$ cat src/design/mrpa_pkg.sv
// Shared types, constants and defaults of the MQTT receive parser and acker.
package mrpa_pkg;

    // Defaults for the top-level parameters
    localparam int MAX_LEN_BYTES_DEF = 4;
    localparam int QUEUE_DEPTH_DEF   = 4;

    // Field widths
    localparam int BYTE_W  = 8;
    localparam int KIND_W  = 2;
    localparam int TYPE_W  = 4;
    localparam int QOS_W   = 2;
    localparam int IDENT_W = 16;
    localparam int LEN_W   = 28;
    localparam int LCNT_W  = 3;

    // Most length bytes whose seven bits are folded into the accumulator
    localparam int LEN_FIELDS = 4;

    // Result kinds
    localparam logic [KIND_W-1:0] KIND_TOPIC   = 2'd0;
    localparam logic [KIND_W-1:0] KIND_PAYLOAD = 2'd1;
    localparam logic [KIND_W-1:0] KIND_RESP    = 2'd2;
    localparam logic [KIND_W-1:0] KIND_DONE    = 2'd3;

    // Control packet types
    localparam logic [TYPE_W-1:0] TYPE_PUBLISH = 4'd3;
    localparam logic [TYPE_W-1:0] TYPE_PUBACK  = 4'd4;
    localparam logic [TYPE_W-1:0] TYPE_PUBREC  = 4'd5;
    localparam logic [TYPE_W-1:0] TYPE_PUBREL  = 4'd6;
    localparam logic [TYPE_W-1:0] TYPE_PUBCOMP = 4'd7;

    // QoS codes
    localparam logic [QOS_W-1:0] QOS_1 = 2'd1;
    localparam logic [QOS_W-1:0] QOS_2 = 2'd2;

    // Response fixed headers and their remaining length
    localparam logic [BYTE_W-1:0] RESP_PUBACK  = 8'h40;
    localparam logic [BYTE_W-1:0] RESP_PUBREC  = 8'h50;
    localparam logic [BYTE_W-1:0] RESP_PUBREL  = 8'h62;
    localparam logic [BYTE_W-1:0] RESP_PUBCOMP = 8'h70;
    localparam logic [BYTE_W-1:0] RESP_REMLEN  = 8'h02;

    // One request from the parser to the emitter: an optional data result,
    // an optional four-byte response and an optional done event.
    typedef struct packed {
        logic                has_data;
        logic [KIND_W-1:0]   data_kind;
        logic [BYTE_W-1:0]   data_byte;
        logic [IDENT_W-1:0]  data_ident;
        logic                data_err;
        logic                has_resp;
        logic [BYTE_W-1:0]   resp_code;
        logic                has_done;
        logic [IDENT_W-1:0]  fin_ident;
        logic                fin_err;
        logic [TYPE_W-1:0]   ptype;
        logic [QOS_W-1:0]    qos;
        logic                retain;
        logic                dup;
        logic [LEN_W-1:0]    body_len;
    } t_cmd;

endpackage

$ cat src/design/mrpa_ifs.sv
// Channel interfaces: received byte stream and parser result stream.
interface mrpa_rx_if;
    logic                         valid;
    logic                         ready;
    logic [mrpa_pkg::BYTE_W-1:0]  rx_byte;

    modport source (output valid, output rx_byte, input ready);
    modport sink   (input valid, input rx_byte, output ready);
endinterface

interface mrpa_res_if;
    logic                          valid;
    logic                          ready;
    logic [mrpa_pkg::KIND_W-1:0]   out_kind;
    logic [mrpa_pkg::BYTE_W-1:0]   out_byte;
    logic                          out_last;
    logic [mrpa_pkg::TYPE_W-1:0]   packet_type;
    logic [mrpa_pkg::QOS_W-1:0]    qos_level;
    logic                          retain_flag;
    logic                          dup_flag;
    logic [mrpa_pkg::IDENT_W-1:0]  packet_ident;
    logic [mrpa_pkg::LEN_W-1:0]    body_length;
    logic                          malformed;

    modport source (output valid, output out_kind, output out_byte, output out_last,
                    output packet_type, output qos_level, output retain_flag,
                    output dup_flag, output packet_ident, output body_length,
                    output malformed, input ready);
    modport sink   (input valid, input out_kind, input out_byte, input out_last,
                    input packet_type, input qos_level, input retain_flag,
                    input dup_flag, input packet_ident, input body_length,
                    input malformed, output ready);
endinterface

$ cat src/design/mrpa_front.sv
// Parser front end: walks the packet byte by byte and issues emit requests.
module mrpa_front #(
    parameter int MAX_LEN_BYTES = mrpa_pkg::MAX_LEN_BYTES_DEF
) (
    input  logic           i_clk,
    input  logic           i_rst_n,
    mrpa_rx_if.sink        i_rx,
    input  logic           i_q_full,
    output logic           o_push,
    output mrpa_pkg::t_cmd o_cmd
);

    typedef enum logic [3:0] {
        PH_HDR, PH_LEN, PH_DRAIN, PH_THI, PH_TLO, PH_TOPIC,
        PH_PHI, PH_PLO, PH_PAY, PH_IHI, PH_ILO, PH_SKIP
    } t_phase;

    t_phase                          r_phase, n_phase;
    logic [mrpa_pkg::BYTE_W-1:0]     r_hdr, n_hdr;
    logic [mrpa_pkg::LEN_W-1:0]      r_acc, n_acc;
    logic [mrpa_pkg::LCNT_W-1:0]     r_cnt, n_cnt;
    logic [mrpa_pkg::LEN_W-1:0]      r_left, n_left;
    logic [mrpa_pkg::IDENT_W-1:0]    r_topic, n_topic;
    logic [mrpa_pkg::IDENT_W-1:0]    r_ident, n_ident;
    logic                            r_err, n_err;

    logic                            accept;
    logic                            do_fin;
    logic [mrpa_pkg::BYTE_W-1:0]     b;
    logic [mrpa_pkg::LEN_W-1:0]      len_bits;
    logic [mrpa_pkg::LEN_W-1:0]      left_dec;
    logic [mrpa_pkg::TYPE_W-1:0]     ptype;
    logic                            is_pub;
    logic [mrpa_pkg::QOS_W-1:0]      qos;
    t_phase                          after_topic;
    mrpa_pkg::t_cmd                  cmd;

    assign b           = i_rx.rx_byte;
    assign i_rx.ready  = !i_q_full;
    assign accept      = i_rx.valid && !i_q_full;
    assign ptype       = r_hdr[7:4];
    assign is_pub      = (ptype == mrpa_pkg::TYPE_PUBLISH);
    assign qos         = is_pub ? r_hdr[2:1] : '0;
    assign after_topic = (qos != '0) ? PH_PHI : PH_PAY;
    assign left_dec    = (r_left != '0) ? r_left - 1'b1 : r_left;

    // Seven payload bits of a length byte placed at their weight
    always_comb begin
        case (r_cnt[1:0])
            2'd0:    len_bits = {21'd0, b[6:0]};
            2'd1:    len_bits = {14'd0, b[6:0], 7'd0};
            2'd2:    len_bits = {7'd0, b[6:0], 14'd0};
            default: len_bits = {b[6:0], 21'd0};
        endcase
    end

    always_comb begin
        n_phase = r_phase;
        n_hdr   = r_hdr;
        n_acc   = r_acc;
        n_cnt   = r_cnt;
        n_left  = r_left;
        n_topic = r_topic;
        n_ident = r_ident;
        n_err   = r_err;
        do_fin  = 1'b0;
        cmd     = '0;

        case (r_phase)
            PH_HDR: begin
                n_hdr   = b;
                n_acc   = '0;
                n_cnt   = '0;
                n_left  = '0;
                n_topic = '0;
                n_ident = '0;
                n_err   = 1'b0;
                n_phase = PH_LEN;
            end
            PH_LEN: begin
                if (r_cnt < mrpa_pkg::LCNT_W'(mrpa_pkg::LEN_FIELDS)) begin
                    n_acc = r_acc | len_bits;
                end
                n_cnt = r_cnt + 1'b1;
                if (b[7]) begin
                    if (n_cnt >= mrpa_pkg::LCNT_W'(MAX_LEN_BYTES)) begin
                        // Length field too long: flag and drop to its end
                        n_err         = 1'b1;
                        cmd.has_done  = 1'b1;
                        cmd.fin_err   = 1'b1;
                        cmd.fin_ident = r_ident;
                        n_phase       = PH_DRAIN;
                    end
                end else begin
                    n_left = n_acc;
                    if (is_pub) begin
                        n_phase = PH_THI;
                    end else if (ptype >= mrpa_pkg::TYPE_PUBACK &&
                                 ptype <= mrpa_pkg::TYPE_PUBCOMP) begin
                        n_phase = PH_IHI;
                    end else begin
                        n_phase = PH_SKIP;
                    end
                    do_fin = (n_acc == '0);
                end
            end
            PH_DRAIN: begin
                if (!b[7]) begin
                    n_phase = PH_HDR;
                end
            end
            default: begin
                n_left = left_dec;
                case (r_phase)
                    PH_THI: begin
                        n_topic = {b, 8'd0};
                        n_phase = PH_TLO;
                    end
                    PH_TLO: begin
                        n_topic = {r_topic[15:8], b};
                        if ({12'd0, n_topic} > left_dec) begin
                            n_err = 1'b1;
                        end
                        n_phase = (n_topic != '0) ? PH_TOPIC : after_topic;
                    end
                    PH_TOPIC: begin
                        cmd.has_data  = 1'b1;
                        cmd.data_kind = mrpa_pkg::KIND_TOPIC;
                        cmd.data_byte = b;
                        n_topic       = r_topic - 1'b1;
                        if (n_topic == '0) begin
                            n_phase = after_topic;
                        end
                    end
                    PH_PHI: begin
                        n_ident = {b, 8'd0};
                        n_phase = PH_PLO;
                    end
                    PH_PLO: begin
                        n_ident = {r_ident[15:8], b};
                        n_phase = PH_PAY;
                    end
                    PH_PAY: begin
                        cmd.has_data  = 1'b1;
                        cmd.data_kind = mrpa_pkg::KIND_PAYLOAD;
                        cmd.data_byte = b;
                    end
                    PH_IHI: begin
                        n_ident = {b, 8'd0};
                        n_phase = PH_ILO;
                    end
                    PH_ILO: begin
                        n_ident = {r_ident[15:8], b};
                        n_phase = PH_SKIP;
                    end
                    default: begin
                    end
                endcase
                do_fin = (left_dec == '0);
            end
        endcase

        // Packet end: settle id and error, pick the response
        if (do_fin) begin
            if (is_pub) begin
                if (n_phase == PH_THI || n_phase == PH_TLO || n_phase == PH_TOPIC) begin
                    n_err = 1'b1;
                end
                if (n_phase != PH_PAY) begin
                    n_ident = '0;
                end
                if (!n_err && qos == mrpa_pkg::QOS_1) begin
                    cmd.has_resp  = 1'b1;
                    cmd.resp_code = mrpa_pkg::RESP_PUBACK;
                end else if (!n_err && qos == mrpa_pkg::QOS_2) begin
                    cmd.has_resp  = 1'b1;
                    cmd.resp_code = mrpa_pkg::RESP_PUBREC;
                end
            end else if (ptype >= mrpa_pkg::TYPE_PUBACK && ptype <= mrpa_pkg::TYPE_PUBCOMP) begin
                if (n_phase != PH_SKIP) begin
                    n_ident = '0;
                end
                if (ptype == mrpa_pkg::TYPE_PUBREC) begin
                    cmd.has_resp  = 1'b1;
                    cmd.resp_code = mrpa_pkg::RESP_PUBREL;
                end else if (ptype == mrpa_pkg::TYPE_PUBREL) begin
                    cmd.has_resp  = 1'b1;
                    cmd.resp_code = mrpa_pkg::RESP_PUBCOMP;
                end
            end
            cmd.has_done  = 1'b1;
            cmd.fin_ident = n_ident;
            cmd.fin_err   = n_err;
            n_phase       = PH_HDR;
        end

        cmd.data_ident = r_ident;
        cmd.data_err   = r_err;
        cmd.ptype      = ptype;
        cmd.qos        = qos;
        cmd.retain     = is_pub & r_hdr[0];
        cmd.dup        = is_pub & r_hdr[3];
        cmd.body_len   = n_acc;
    end

    assign o_push = accept && (cmd.has_data || cmd.has_done);
    assign o_cmd  = cmd;

    always_ff @(posedge i_clk) begin
        if (!i_rst_n) begin
            r_phase <= PH_HDR;
            r_hdr   <= '0;
            r_acc   <= '0;
            r_cnt   <= '0;
            r_left  <= '0;
            r_topic <= '0;
            r_ident <= '0;
            r_err   <= 1'b0;
        end else if (accept) begin
            r_phase <= n_phase;
            r_hdr   <= n_hdr;
            r_acc   <= n_acc;
            r_cnt   <= n_cnt;
            r_left  <= n_left;
            r_topic <= n_topic;
            r_ident <= n_ident;
            r_err   <= n_err;
        end
    end

endmodule

$ cat src/design/mrpa_queue.sv
// Request queue between the parser and the emitter.
module mrpa_queue #(
    parameter int QUEUE_DEPTH = mrpa_pkg::QUEUE_DEPTH_DEF
) (
    input  logic           i_clk,
    input  logic           i_rst_n,
    input  logic           i_push,
    input  mrpa_pkg::t_cmd i_data,
    output logic           o_full,
    input  logic           i_pop,
    output logic           o_valid,
    output mrpa_pkg::t_cmd o_data
);

    localparam int PW = (QUEUE_DEPTH > 1) ? $clog2(QUEUE_DEPTH) : 1;
    localparam int CW = $clog2(QUEUE_DEPTH + 1);

    mrpa_pkg::t_cmd  r_mem [QUEUE_DEPTH];
    logic [PW-1:0]   r_wr, r_rd;
    logic [CW-1:0]   r_count;
    logic            do_push, do_pop;

    assign o_full  = (r_count == CW'(QUEUE_DEPTH));
    assign o_valid = (r_count != '0);
    assign o_data  = r_mem[r_rd];
    assign do_push = i_push && !o_full;
    assign do_pop  = i_pop && o_valid;

    always_ff @(posedge i_clk) begin
        if (do_push) begin
            r_mem[r_wr] <= i_data;
        end
    end

    always_ff @(posedge i_clk) begin
        if (!i_rst_n) begin
            r_wr    <= '0;
            r_rd    <= '0;
            r_count <= '0;
        end else begin
            if (do_push) begin
                r_wr <= (r_wr == PW'(QUEUE_DEPTH - 1)) ? '0 : r_wr + 1'b1;
            end
            if (do_pop) begin
                r_rd <= (r_rd == PW'(QUEUE_DEPTH - 1)) ? '0 : r_rd + 1'b1;
            end
            case ({do_push, do_pop})
                2'b10:   r_count <= r_count + 1'b1;
                2'b01:   r_count <= r_count - 1'b1;
                default: r_count <= r_count;
            endcase
        end
    end

endmodule

$ cat src/design/mrpa_back.sv
// Emitter back end: expands each request into its result items.
module mrpa_back (
    input  logic           i_clk,
    input  logic           i_rst_n,
    input  logic           i_q_valid,
    input  mrpa_pkg::t_cmd i_q_data,
    output logic           o_q_pop,
    mrpa_res_if.source     o_res
);

    typedef enum logic [2:0] {
        SL_DATA, SL_RESP0, SL_RESP1, SL_RESP2, SL_RESP3, SL_DONE
    } t_slot;

    logic            r_busy;
    t_slot           r_slot, n_slot, first_slot;
    mrpa_pkg::t_cmd  r_cmd;
    logic            last;
    logic            take;
    logic            load;
    logic            use_fin;

    assign take = r_busy && o_res.ready;
    assign load = !r_busy || (take && last);
    assign o_q_pop = load && i_q_valid;

    always_comb begin
        if (i_q_data.has_data) begin
            first_slot = SL_DATA;
        end else if (i_q_data.has_resp) begin
            first_slot = SL_RESP0;
        end else begin
            first_slot = SL_DONE;
        end
    end

    // Following slot of the current request, or its end
    always_comb begin
        n_slot = SL_DONE;
        last   = 1'b1;
        case (r_slot)
            SL_DATA: begin
                if (r_cmd.has_resp) begin
                    n_slot = SL_RESP0;
                    last   = 1'b0;
                end else if (r_cmd.has_done) begin
                    last   = 1'b0;
                end
            end
            SL_RESP0: begin
                n_slot = SL_RESP1;
                last   = 1'b0;
            end
            SL_RESP1: begin
                n_slot = SL_RESP2;
                last   = 1'b0;
            end
            SL_RESP2: begin
                n_slot = SL_RESP3;
                last   = 1'b0;
            end
            SL_RESP3: begin
                last = !r_cmd.has_done;
            end
            default: begin
                last = 1'b1;
            end
        endcase
    end

    always_ff @(posedge i_clk) begin
        if (!i_rst_n) begin
            r_busy <= 1'b0;
            r_slot <= SL_DONE;
        end else if (load) begin
            r_busy <= i_q_valid;
            r_slot <= first_slot;
        end else if (take) begin
            r_slot <= n_slot;
        end
    end

    always_ff @(posedge i_clk) begin
        if (load && i_q_valid) begin
            r_cmd <= i_q_data;
        end
    end

    assign use_fin = (r_slot != SL_DATA);

    always_comb begin
        case (r_slot)
            SL_DATA: begin
                o_res.out_kind = r_cmd.data_kind;
                o_res.out_byte = r_cmd.data_byte;
            end
            SL_RESP0: begin
                o_res.out_kind = mrpa_pkg::KIND_RESP;
                o_res.out_byte = r_cmd.resp_code;
            end
            SL_RESP1: begin
                o_res.out_kind = mrpa_pkg::KIND_RESP;
                o_res.out_byte = mrpa_pkg::RESP_REMLEN;
            end
            SL_RESP2: begin
                o_res.out_kind = mrpa_pkg::KIND_RESP;
                o_res.out_byte = r_cmd.fin_ident[15:8];
            end
            SL_RESP3: begin
                o_res.out_kind = mrpa_pkg::KIND_RESP;
                o_res.out_byte = r_cmd.fin_ident[7:0];
            end
            default: begin
                o_res.out_kind = mrpa_pkg::KIND_DONE;
                o_res.out_byte = '0;
            end
        endcase
    end

    assign o_res.valid        = r_busy;
    assign o_res.out_last     = last;
    assign o_res.packet_type  = r_cmd.ptype;
    assign o_res.qos_level    = r_cmd.qos;
    assign o_res.retain_flag  = r_cmd.retain;
    assign o_res.dup_flag     = r_cmd.dup;
    assign o_res.packet_ident = use_fin ? r_cmd.fin_ident : r_cmd.data_ident;
    assign o_res.body_length  = r_cmd.body_len;
    assign o_res.malformed    = use_fin ? r_cmd.fin_err : r_cmd.data_err;

endmodule

$ cat src/design/mqtt_receive_parser_acker_top.sv
// MQTT 3.1.1 receive parser and acknowledger, top level.
//
// i_rx carries the bytes received from the broker, one per request.
// o_res carries the results: topic bytes, payload bytes, the four bytes of
// any PUBACK, PUBREC, PUBREL or PUBCOMP reply that is due, and a done event
// at the end of each packet or on an over-long length field. out_last marks
// the final result caused by one received byte.
//
// The parser front end takes one byte per cycle while the queue is not full
// and turns it into at most one request; the emitter back end spells that
// request out at one result per cycle while o_res is ready (up to six for a
// byte that ends a packet). A queue of QUEUE_DEPTH requests lies between
// them; a byte's request is written into the queue, then loaded into the
// emitter, and bytes that cause at most one result stream at one per cycle.
// Throughput is bounded by the emitter; the queue soaks up reply bursts.
//
// i_rx.ready falls only when the queue is full, which happens when the
// emitter falls behind, as when o_res stalls; results are held stable until
// taken. Synchronous reset empties the queue, drops any partial result
// burst and waits for a fresh fixed header.
module mqtt_receive_parser_acker_top #(
    parameter int MAX_LEN_BYTES = mrpa_pkg::MAX_LEN_BYTES_DEF,
    parameter int QUEUE_DEPTH   = mrpa_pkg::QUEUE_DEPTH_DEF
) (
    input  logic        i_clk,
    input  logic        i_rst_n,
    mrpa_rx_if.sink     i_rx,
    mrpa_res_if.source  o_res
);

    logic            push, q_full, q_valid, q_pop;
    mrpa_pkg::t_cmd  push_cmd, q_cmd;

    // Parse: one byte in, at most one request out
    mrpa_front #(
        .MAX_LEN_BYTES (MAX_LEN_BYTES)
    ) u_front (
        .i_clk    (i_clk),
        .i_rst_n  (i_rst_n),
        .i_rx     (i_rx),
        .i_q_full (q_full),
        .o_push   (push),
        .o_cmd    (push_cmd)
    );

    // Hold requests while the emitter is busy
    mrpa_queue #(
        .QUEUE_DEPTH (QUEUE_DEPTH)
    ) u_queue (
        .i_clk   (i_clk),
        .i_rst_n (i_rst_n),
        .i_push  (push),
        .i_data  (push_cmd),
        .o_full  (q_full),
        .i_pop   (q_pop),
        .o_valid (q_valid),
        .o_data  (q_cmd)
    );

    // Expand each request into its results
    mrpa_back u_back (
        .i_clk     (i_clk),
        .i_rst_n   (i_rst_n),
        .i_q_valid (q_valid),
        .i_q_data  (q_cmd),
        .o_q_pop   (q_pop),
        .o_res     (o_res)
    );

endmodule

$ cat src/flat_wrapper.sv
// flat-port wrapper written by rule: the top's interface ports become plain ports
module mqtt_receive_parser_acker_top_flat 
#(
    parameter int MAX_LEN_BYTES = mrpa_pkg::MAX_LEN_BYTES_DEF,
    parameter int QUEUE_DEPTH   = mrpa_pkg::QUEUE_DEPTH_DEF
)
  (i_clk, i_rst_n, i_rx_valid, i_rx_rx_byte, i_rx_ready, o_res_valid, o_res_out_kind, o_res_out_byte, o_res_out_last, o_res_packet_type, o_res_qos_level, o_res_retain_flag, o_res_dup_flag, o_res_packet_ident, o_res_body_length, o_res_malformed, o_res_ready);
  mrpa_rx_if i_rx_i ();
  mrpa_res_if o_res_i ();
  input  logic i_clk;
  input  logic i_rst_n;
  input wire logic [$bits(i_rx_i.valid)-1:0] i_rx_valid;
  input wire logic [$bits(i_rx_i.rx_byte)-1:0] i_rx_rx_byte;
  output wire logic [$bits(i_rx_i.ready)-1:0] i_rx_ready;
  output wire logic [$bits(o_res_i.valid)-1:0] o_res_valid;
  output wire logic [$bits(o_res_i.out_kind)-1:0] o_res_out_kind;
  output wire logic [$bits(o_res_i.out_byte)-1:0] o_res_out_byte;
  output wire logic [$bits(o_res_i.out_last)-1:0] o_res_out_last;
  output wire logic [$bits(o_res_i.packet_type)-1:0] o_res_packet_type;
  output wire logic [$bits(o_res_i.qos_level)-1:0] o_res_qos_level;
  output wire logic [$bits(o_res_i.retain_flag)-1:0] o_res_retain_flag;
  output wire logic [$bits(o_res_i.dup_flag)-1:0] o_res_dup_flag;
  output wire logic [$bits(o_res_i.packet_ident)-1:0] o_res_packet_ident;
  output wire logic [$bits(o_res_i.body_length)-1:0] o_res_body_length;
  output wire logic [$bits(o_res_i.malformed)-1:0] o_res_malformed;
  input wire logic [$bits(o_res_i.ready)-1:0] o_res_ready;
  assign i_rx_i.valid = i_rx_valid;
  assign i_rx_i.rx_byte = i_rx_rx_byte;
  assign i_rx_ready = i_rx_i.ready;
  assign o_res_valid = o_res_i.valid;
  assign o_res_out_kind = o_res_i.out_kind;
  assign o_res_out_byte = o_res_i.out_byte;
  assign o_res_out_last = o_res_i.out_last;
  assign o_res_packet_type = o_res_i.packet_type;
  assign o_res_qos_level = o_res_i.qos_level;
  assign o_res_retain_flag = o_res_i.retain_flag;
  assign o_res_dup_flag = o_res_i.dup_flag;
  assign o_res_packet_ident = o_res_i.packet_ident;
  assign o_res_body_length = o_res_i.body_length;
  assign o_res_malformed = o_res_i.malformed;
  assign o_res_i.ready = o_res_ready;
  mqtt_receive_parser_acker_top #(.MAX_LEN_BYTES(MAX_LEN_BYTES), .QUEUE_DEPTH(QUEUE_DEPTH)) u_core (.i_clk(i_clk), .i_rst_n(i_rst_n), .i_rx(i_rx_i), .o_res(o_res_i));
endmodule
$ cat config.mk
export PLATFORM = sky130hd
export DESIGN_NAME = mqtt_receive_parser_acker_top_flat
export DESIGN_NICKNAME = d
export VERILOG_FILES = /design/src/design/mrpa_pkg.sv /design/src/design/mrpa_ifs.sv /design/src/design/mrpa_front.sv /design/src/design/mrpa_queue.sv /design/src/design/mrpa_back.sv /design/src/design/mqtt_receive_parser_acker_top.sv /design/src/flat_wrapper.sv
export SDC_FILE = /design/constraint.sdc
export NUM_CORES = 1
export LEC_CHECK = 0
export ABC_AREA = 1
export BUFFER_PORTS_ARGS = -buffer_cell sky130_fd_sc_hd__clkbuf_2
export CORE_MARGIN = 1.5
export CORE_UTILIZATION = 56
export CTS_CLUSTER_DIAMETER = 40
export DETAILED_ROUTE_END_ITERATION = 12
export PLACE_DENSITY = 0.76
export SYNTH_ARGS = -nofsm -noshare
export SYNTH_HDL_FRONTEND = slang
export SYNTH_SLANG_ARGS = --single-unit
$ cat constraint.sdc
create_clock -name i_clk -period 5.9 [get_ports i_clk]
set_input_delay 0.295 -clock i_clk [delete_from_list [all_inputs] [get_ports i_clk]]
set_output_delay 0.295 -clock i_clk [all_outputs]
set_load 0.02 [all_outputs]
## Word level (Yosys, flattened, before mapping)

Memories as Yosys holds them, arrays and structs flattened. A register that Yosys moved wholly into a read port is not among the register bits.
Index checks and enable logic that the tools add are counted.

| operators by class | value |
|---|---|
| $lt $le $gt $ge | 5 |
| eq/ne operators | 33 |
| reduce and logical (&&, ||, !) cells | 46 |
| muxes and demuxes | 73 |
| $add $sub $neg | 7 |
| bitwise logic cells | 5 |

Operators by type and width:

| operator | count |
|---|---|
| 28-bit one-hot mux with 3 select lines | 2 |
| 28-bit 2-to-1 mux | 4 |
| 16-bit 2-to-1 mux | 6 |
| 16-bit one-hot mux with 2 select lines | 3 |
| 28-bit logical NOT | 2 |
| 28-bit one-hot mux with 2 select lines | 1 |
| 18-bit 2-to-1 mux | 3 |
| 9-bit 2-to-1 mux | 6 |
| 16-bit one-hot mux with 3 select lines | 1 |
| 8-bit one-hot mux with 5 select lines | 1 |
| 4-bit by 3-bit == test with 1-bit output (second input constant) | 8 |
| 4-bit 2-to-1 mux | 8 |
| 16-bit by 28-bit > comparator with 1-bit output | 1 |
| 28-bit OR | 1 |
| 4-bit one-hot mux with 7 select lines | 1 |
| 28-bit nonzero test | 1 |
| 28-bit by 1-bit subtractor with 28-bit output (second input constant) | 1 |
| 27-bit 2-to-1 mux | 1 |
| 11-bit one-hot mux with 2 select lines | 1 |
| 4-bit by 2-bit == test with 1-bit output (second input constant) | 4 |
| 16-bit logical NOT | 1 |
| 16-bit nonzero test | 1 |
| 16-bit by 1-bit subtractor with 16-bit output (second input constant) | 1 |
| 1-bit 2-to-1 mux | 15 |
| 42 further kinds | 95 |

| storage, ports and cells | value |
|---|---|
| bits in writable memories | 364 |
| flip-flop bits (word level) | 205 |
| memories | 1 |
| input bits | 12 |

Memory list:

| memory | depth | width | read ports | clocked after Yosys merged registers in | write ports | line | text |
|---|---|---|---|---|---|---|---|
| u_core.u_queue.r_mem | 4 | 91 | 1 | 1 | 1 | mrpa_queue.sv:18 | `mrpa_pkg::t_cmd r_mem [QUEUE_DEPTH];` |

## Logic depth before layout (Yosys ltp)

| logic depth | value |
|---|---|
| depth in word-level cells | 24 |
| gate-level depth with buffers | 27 |
| depth with buffers taken out | 26 |

## By module

A second synthesis with hierarchy kept.

| second synthesis, totals | value |
|---|---|
| cell total of the unflattened synthesis | 2606 |
| area total of the unflattened synthesis | 26037.5 sq um |

Modules (own cells, without submodules):

| module | instances | cells each | area an instance (sq um) |
|---|---|---|---|
| mrpa_queue | 1 | 950 | 13977.2 |
| mrpa_front | 1 | 1380 | 8318.0 |
| mrpa_back | 1 | 276 | 3742.3 |

## Least setup slack after synthesis

No wires, ideal clock.

| path | value |
|---|---|
| path type | reg-to-reg |
| start | register u_core.u_back.r_slot[0] |
| end | register u_core.u_queue.r_count[2] |
| path slack | -0.654 ns |
| data arrival time | 6.432 ns |
| cell stages (with the launch flop) | 15 |
| period minus slack after synthesis | 6.554 ns |
| path buffers | 0 |
| required time | 5.778 ns |
| cells stage by stage | dfxtp_1 > nor2_1 > a21oi_1 > a21oi_1 > nor2_1 > nor2_1 > inv_1 > nor2_1 > ha_1 > inv_1 > fa_1 > a21oi_1 > o21ai_0 > o21ai_0 > a21oi_1 |

| on the way | value |
|---|---|
| word-level cells in the longest chain between the ends | 9 |
| elaborated cells between the ends (all ways) | 15 |

RTL lines:

| what | line | text |
|---|---|---|
| start, declared | mrpa_back.sv:16 | `t_slot r_slot, n_slot, first_slot;` |
| start signal, assigned | mrpa_back.sv:77 | `r_slot <= first_slot;` |
| start signal, assigned | mrpa_back.sv:79 | `r_slot <= n_slot;` |
| 3-bit by 2-bit == test with 1-bit output / 3-bit by 1-bit == test with 1-bit output (equally long branches) | mrpa_back.sv:41 | `case (r_slot)` |
| 3-bit OR reduction (no source line) | n/a |  |
| 1-bit one-hot mux with 3 select lines (*) | mrpa_back.sv:41 |  |
| net o_res_out_last | flat_wrapper.sv:18 | `output wire logic [$bits(o_res_i.out_last)-1:0] o_res_out_last;` |
| 1-bit logical AND (*) | mrpa_back.sv:24 | `assign load = !r_busy \|\| (take && last);` |
| 1-bit logical OR (*) | mrpa_back.sv:24 |  |
| 1-bit logical AND (*) | mrpa_back.sv:25 | `assign o_q_pop = load && i_q_valid;` |
| net u_core.q_pop | mqtt_receive_parser_acker_top.sv:31 | `logic push, q_full, q_valid, q_pop;` |
| 1-bit logical AND (*) | mrpa_queue.sv:27 | `assign do_pop = i_pop && o_valid;` |
| 2-bit by 1-bit == test with 1-bit output / 2-bit == test (equally long branches) | mrpa_queue.sv:47 | `case ({do_push, do_pop})` |
| 3-bit one-hot mux with 2 select lines / 2-bit nonzero test (equally long branches) | n/a |  |
| end signal, assigned | mrpa_queue.sv:48 | `2'b10: r_count <= r_count + 1'b1;` |
| end signal, assigned | mrpa_queue.sv:49 | `2'b01: r_count <= r_count - 1'b1;` |
| end signal, assigned | mrpa_queue.sv:50 | `default: r_count <= r_count;` |
| end, declared | mrpa_queue.sv:20 | `logic [CW-1:0] r_count;` |

The timed path passes the listed nets; every way through them passes the cells marked *.
A chain may end at the register's enable or synchronous reset.

## Worst setup path after layout

| path | value |
|---|---|
| start | register u_core.u_front.r_left[0] in the netlist's numbering |
| end | register u_core.u_queue.r_count[2] |

| on the way | value |
|---|---|
| word-level cells in the longest chain between the ends | 10 |
| elaborated cells between the ends (all ways) | 13 |

RTL lines:

| what | line | text |
|---|---|---|
| start, declared | mrpa_front.sv:22 | `logic [mrpa_pkg::LEN_W-1:0] r_left, n_left;` |
| start signal, assigned | mrpa_front.sv:224 | `r_left <= n_left;` |
| 28-bit by 1-bit subtractor with 28-bit output / 28-bit nonzero test (equally long branches) | mrpa_front.sv:45 | `assign left_dec = (r_left != '0) ? r_left - 1'b1 : r_left;` |
| 28-bit 2-to-1 mux (*) | mrpa_front.sv:45 |  |
| 28-bit logical NOT (*) | mrpa_front.sv:159 | `do_fin = (left_dec == '0);` |
| 1-bit one-hot mux with 2 select lines (*) | mrpa_front.sv:69 | `case (r_phase)` |
| 27-bit 2-to-1 mux (*) | mrpa_front.sv:164 | `if (do_fin) begin` |
| 1-bit logical OR (*) | mrpa_front.sv:206 | `assign o_push = accept && (cmd.has_data \|\| cmd.has_done);` |
| 1-bit logical AND (*) | mrpa_front.sv:206 |  |
| 1-bit logical AND (*) | mrpa_queue.sv:26 | `assign do_push = i_push && !o_full;` |
| 2-bit by 1-bit == test with 1-bit output / 2-bit == test (equally long branches) | mrpa_queue.sv:47 |  |
| 3-bit one-hot mux with 2 select lines / 2-bit nonzero test (equally long branches) | n/a |  |

Every way passes the cells marked *; elsewhere a longest branch is shown, timed or not.

==> impl_metrics.py <==
metrics = {
    "outcome": {
        "outcome": "finished, final reports clean",
    },
    "sta": {
        "setup_ws_ns": 1.31,
        "clock.fmax_ghz": 0.218,
        "period_share": 0.778,
        "slew_headroom": 0.188,
        "hold_violations": 0,
        "rsz0062_at_grt": "no",
        "setup_viol": 0,
        "tightest_slew_ns": 1.22,
        "final_max_slew_viol_count": 0,
        "post-route-min-period_ns": 4.59,
        "clock_skew_ns": 0.0258,
    },
    "global_route": {
        "grt_usage": 0.279,
        "grt_pass1_vias": 17000,
        "grt_pass1_wl_mm": 94.5,
        "grt_max_degree": 104,
        "antenna_found_initial": 1,
        "grt_overflow": 0,
    },
    "worst_setup_path": {
        "reg2regPathDepth": 24,
        "crit_family": "simple AND/OR/NAND/NOR gates",
        "slowest_delay_ns": 0.49,
        "reg2reg_slack_ns": 1.31,
        "critPathMaxFanout": 30,
        "arrival_ns": 5.08,
        "reg2reg_to": "u_core.u_queue.r_count[2]$_SDFFE_PN0P_",
        "endpoint_kind": "register",
        "rr_startpoint": "u_core.u_front.r_left[0]$_SDFFE_PN0P_",
        "crit_type": "reg -> reg",
        "worstPathBufferInverterCount": 3,
        "crit_path_start_kind": "register",
        "crit_start": "u_core.u_front.r_left[0]$_SDFFE_PN0P_",
        "worstPathCellList": "inv_1 -> ha_1 -> nand2_2 -> nor2_4 -> nand2_2 -> nor2_4 -> inv_2 -> nand2_1 -> o21ai_1 -> nand2_1 -> nor2_1 -> nand3_1 -> nor3_1 -> nand3_1 -> o21a_2 -> nand3_1 -> nand2_1 -> ha_1 -> inv_1 -> fa_1 -> a21oi_1 -> o21ai_0 -> o21ai_0 -> a21oi_1",
        "critPathSlowestCell": "o21a_2",
        "required_ns": 6.39,
    },
    "floorplan": {
        "placementRows": 75,
        "core_um2": 42100,
        "fp.dieW_um": 210,
        "fp.dieArea_um2": 44200,
        "start_util": 0.571,
        "fp.dieH_um": 210,
        "pin_count": 78,
    },
    "synthesis": {
        "synth_cells": 2447,
        "synth_warnings": 0,
        "syn_avg_cell_area_um2": 9.83,
        "ys_ff_latch": 541,
        "synth_fp_nets": 2490,
        "synth_edf_count": 424,
        "ys_seq_area_frac": 0.627,
        "synthFlopType": "edfxtp_1",
        "syn_area_um2": 24100,
        "ys_types": 49,
        "async_flop_share": 0,
    },
    "routing": {
        "wl_per_cell_um": 20.3,
        "ant_nets": 0,
        "dr.pass1.iters": 8,
        "drt_wl_total_mm": 62.2,
        "viasPerCell": 6.02,
        "drtIter0Drc": 2479,
        "vias": 18400,
        "drcViolationCount": 0,
    },
    "clock_tree": {
        "htree_levels": 3,
        "cts_root_buffer": "clkbuf_16",
        "cts.clk_slew.worst_paths_ns": 0.06,
        "clock_latency_ns": 0.60,
        "cts_inserted_buffers": 69,
        "postCtsHoldBufs": 0,
        "post_cts_buffers": 0,
        "cts_sinks": 541,
        "cts_tree": "yes",
        "post_cts_resized": 0,
        "cts_max_path_buffers": 3,
    },
    "pwr": {
        "p_total_uw": 13200,
        "clkPwrFrac": 0.322,
        "vdd_drop_max_mv": 0.390,
        "swShare": 0.362,
        "power.density_nw_per_um2": 488,
        "p_int_uw": 8420,
        "p_switching_uw": 4770,
        "seqPwrFrac": 0.392,
        "leakagePower_uw": 0.00996,
        "comb_power_share": 0.287,
    },
    "final_layout": {
        "final_util": 0.641,
        "fin_cells": 3063,
        "layout.nets": 2513,
        "fillCellCount": 3206,
        "final_cell_mix": "nand2_1 (428), edfxtp_1 (424), nor2_1 (359)",
        "drive_above_1_share": 0.0955,
        "final_common_cell": "nand2_1",
        "area_growth_pct": 12.3,
        "antenna_cells": 0,
    },
    "placement": {
        "portBuffers": 77,
        "dp_worst_setup_slack_ns": 1.39,
        "globalplace.congestion": 0.908,
        "dpl.hpwl_mm": 39.1,
        "dp.cells": 2938,
    },
    "min_path": {
        "hp-class": "in -> reg",
        "min_from": "o_res_ready",
        "worstHoldPathCells": 3,
        "min_to": "u_core.u_back.r_slot[1]$_SDFFE_PN0P_",
    },
    "flow_run": {
        "drv_cap": 0,
    },
}
sequential cells by signal, indices dropped and copies added (netlist names), named ones only:
signal                           count
u_core.u_front.r_topic              16
u_core.u_back.o_res.valid            1
u_core.u_queue.r_rd                  2
u_core.u_back.o_res.dup_flag         1
u_core.u_queue.r_count               3
u_core.u_back.r_cmd                 48
u_core.u_front.r_cnt                 3
u_core.u_queue.r_mem               340
u_core.u_front.r_hdr                 8
u_core.u_back.o_res.packet_type      4
u_core.u_front.r_err                 1
u_core.u_front.r_ident              16
u_core.u_back.o_res.retain_flag      1
u_core.u_back.o_res.qos_level        2
u_core.u_front.r_left               28
u_core.u_queue.r_wr                  2
u_core.u_front.r_phase               4
u_core.u_back.o_res.body_length     28
u_core.u_back.r_slot                 3
u_core.u_front.r_acc                28
routing by layer:
| metal | up-vias | track usage | wire length [µm] |
|---|---|---|---|
| met2 | 974 | 0.425 | 27600 |
| met5 | - | 0 | 13 |
| met1 | 8792 | 0.413 | 26700 |
| met4 | 2 | 0.0878 | 1580 |
| li1 | 8537 | - | - |
| met3 | 134 | 0.0451 | 6340 |
power by group through the flow:
stage,Clock (µW),Sequential (µW),Combinational [µW]
3_5_place_dp,0,5220,3720
3_3_place_gp,0,5200,3670
4_1_cts,4280,5150,3750
2_1_floorplan,0,5100,2770
6_report,4240,5160,3780
5_1_grt,4430,5210,4140
synthesized netlist by cell type (2+ instances only):
cell type	number	area share
nand2_1	428	0.067
edfxtp_1	424	0.53
nor2_1	365	0.057
o21ai_0	270	0.056
inv_1	173	0.027
a21oi_1	143	0.030
dfxtp_1	117	0.097
o22ai_1	104	0.027
clkbuf_1	95	0.015
nand3_1	88	0.018
buf_4	34	0.011
ha_1	30	0.016
a31oi_1	28	0.0073
nand4_1	22	0.0057
nor3_1	17	0.0035
xnor2_1	12	0.0044
xor2_1	10	0.0036
o211ai_1	9	0.0028
buf_1	8	0.0012
nor4_1	7	0.0018
inv_2	6	0.00094
buf_2	4	0.00083
nand2_2	4	0.0010
nand3_2	4	0.0017
o21ai_1	4	0.00083
buf_6	3	0.0014
clkinv_1	3	0.00047
nand3b_1	3	0.00094
nor2_2	3	0.00078
o2111ai_1	3	0.0011
or2_2	3	0.00078
a211oi_1	2	0.00062
a21o_1	2	0.00062
nor2_4	2	0.00094
o21ai_2	2	0.00073
o221ai_1	2	0.00073
worst max-delay path by stage:
stage / to / slack, ns / depth (start not counted)
6_report: u_core.u_queue.r_count[2]$_SDFFE_PN0P_ / 1.31 / 24
5_1_grt: u_core.u_queue.r_count[2]$_SDFFE_PN0P_ / 0.93 / 24
4_1_cts: u_core.u_queue.r_count[2]$_SDFFE_PN0P_ / 1.39 / 24
3_5_place_dp: u_core.u_queue.r_count[2]$_SDFFE_PN0P_ / 1.39 / 24
3_3_place_gp: u_core.u_queue.r_count[2]$_SDFFE_PN0P_ / 1.36 / 24
2_1_floorplan: u_core.u_queue.r_mem[0][0]$_DFFE_PP_ / -0.58 / 17
through the flow:
| stage | instance area, µm² | setup TNS [ns] | hold slack [ns] |
|---|---|---|---|
| 2_1_floorplan | 24100 | -195.99 | 0.444 |
| 3_3_place_gp | 24700 | 0 | 0.453 |
| 3_5_place_dp | 24700 | 0 | 0.465 |
| 4_1_cts | 27000 | 0 | 0.0427 |
| 5_1_grt | 27000 | 0 | 0.0726 |
| 6_report | 27000 | 0 | 0.0629 |
tightest hold or removal path: stages:
cell,delay [ns]
clkbuf_2,0.09
o221ai_1,0.10
a21oi_1,0.13
cell type report:
cell class	instances	area [µm²]	area share
clock inverter	41	512	0.0189
clock buffer	84	1840	0.0679
timing repair buffer	96	578	0.0214
multi-input combinational	1580	7650	0.283
inverter	182	686	0.0254
tap	539	674	0.0250
sequential	541	15100	0.558
logic make-up after synthesis:
kind of cell	synth area share
fa+ha+maj	0.0164
flops	0.627
buf+inv	0.0573
compound gates	0.131
xor+xnor	0.00801
simple gates	0.160
Power figures use the tool's default switching activity.
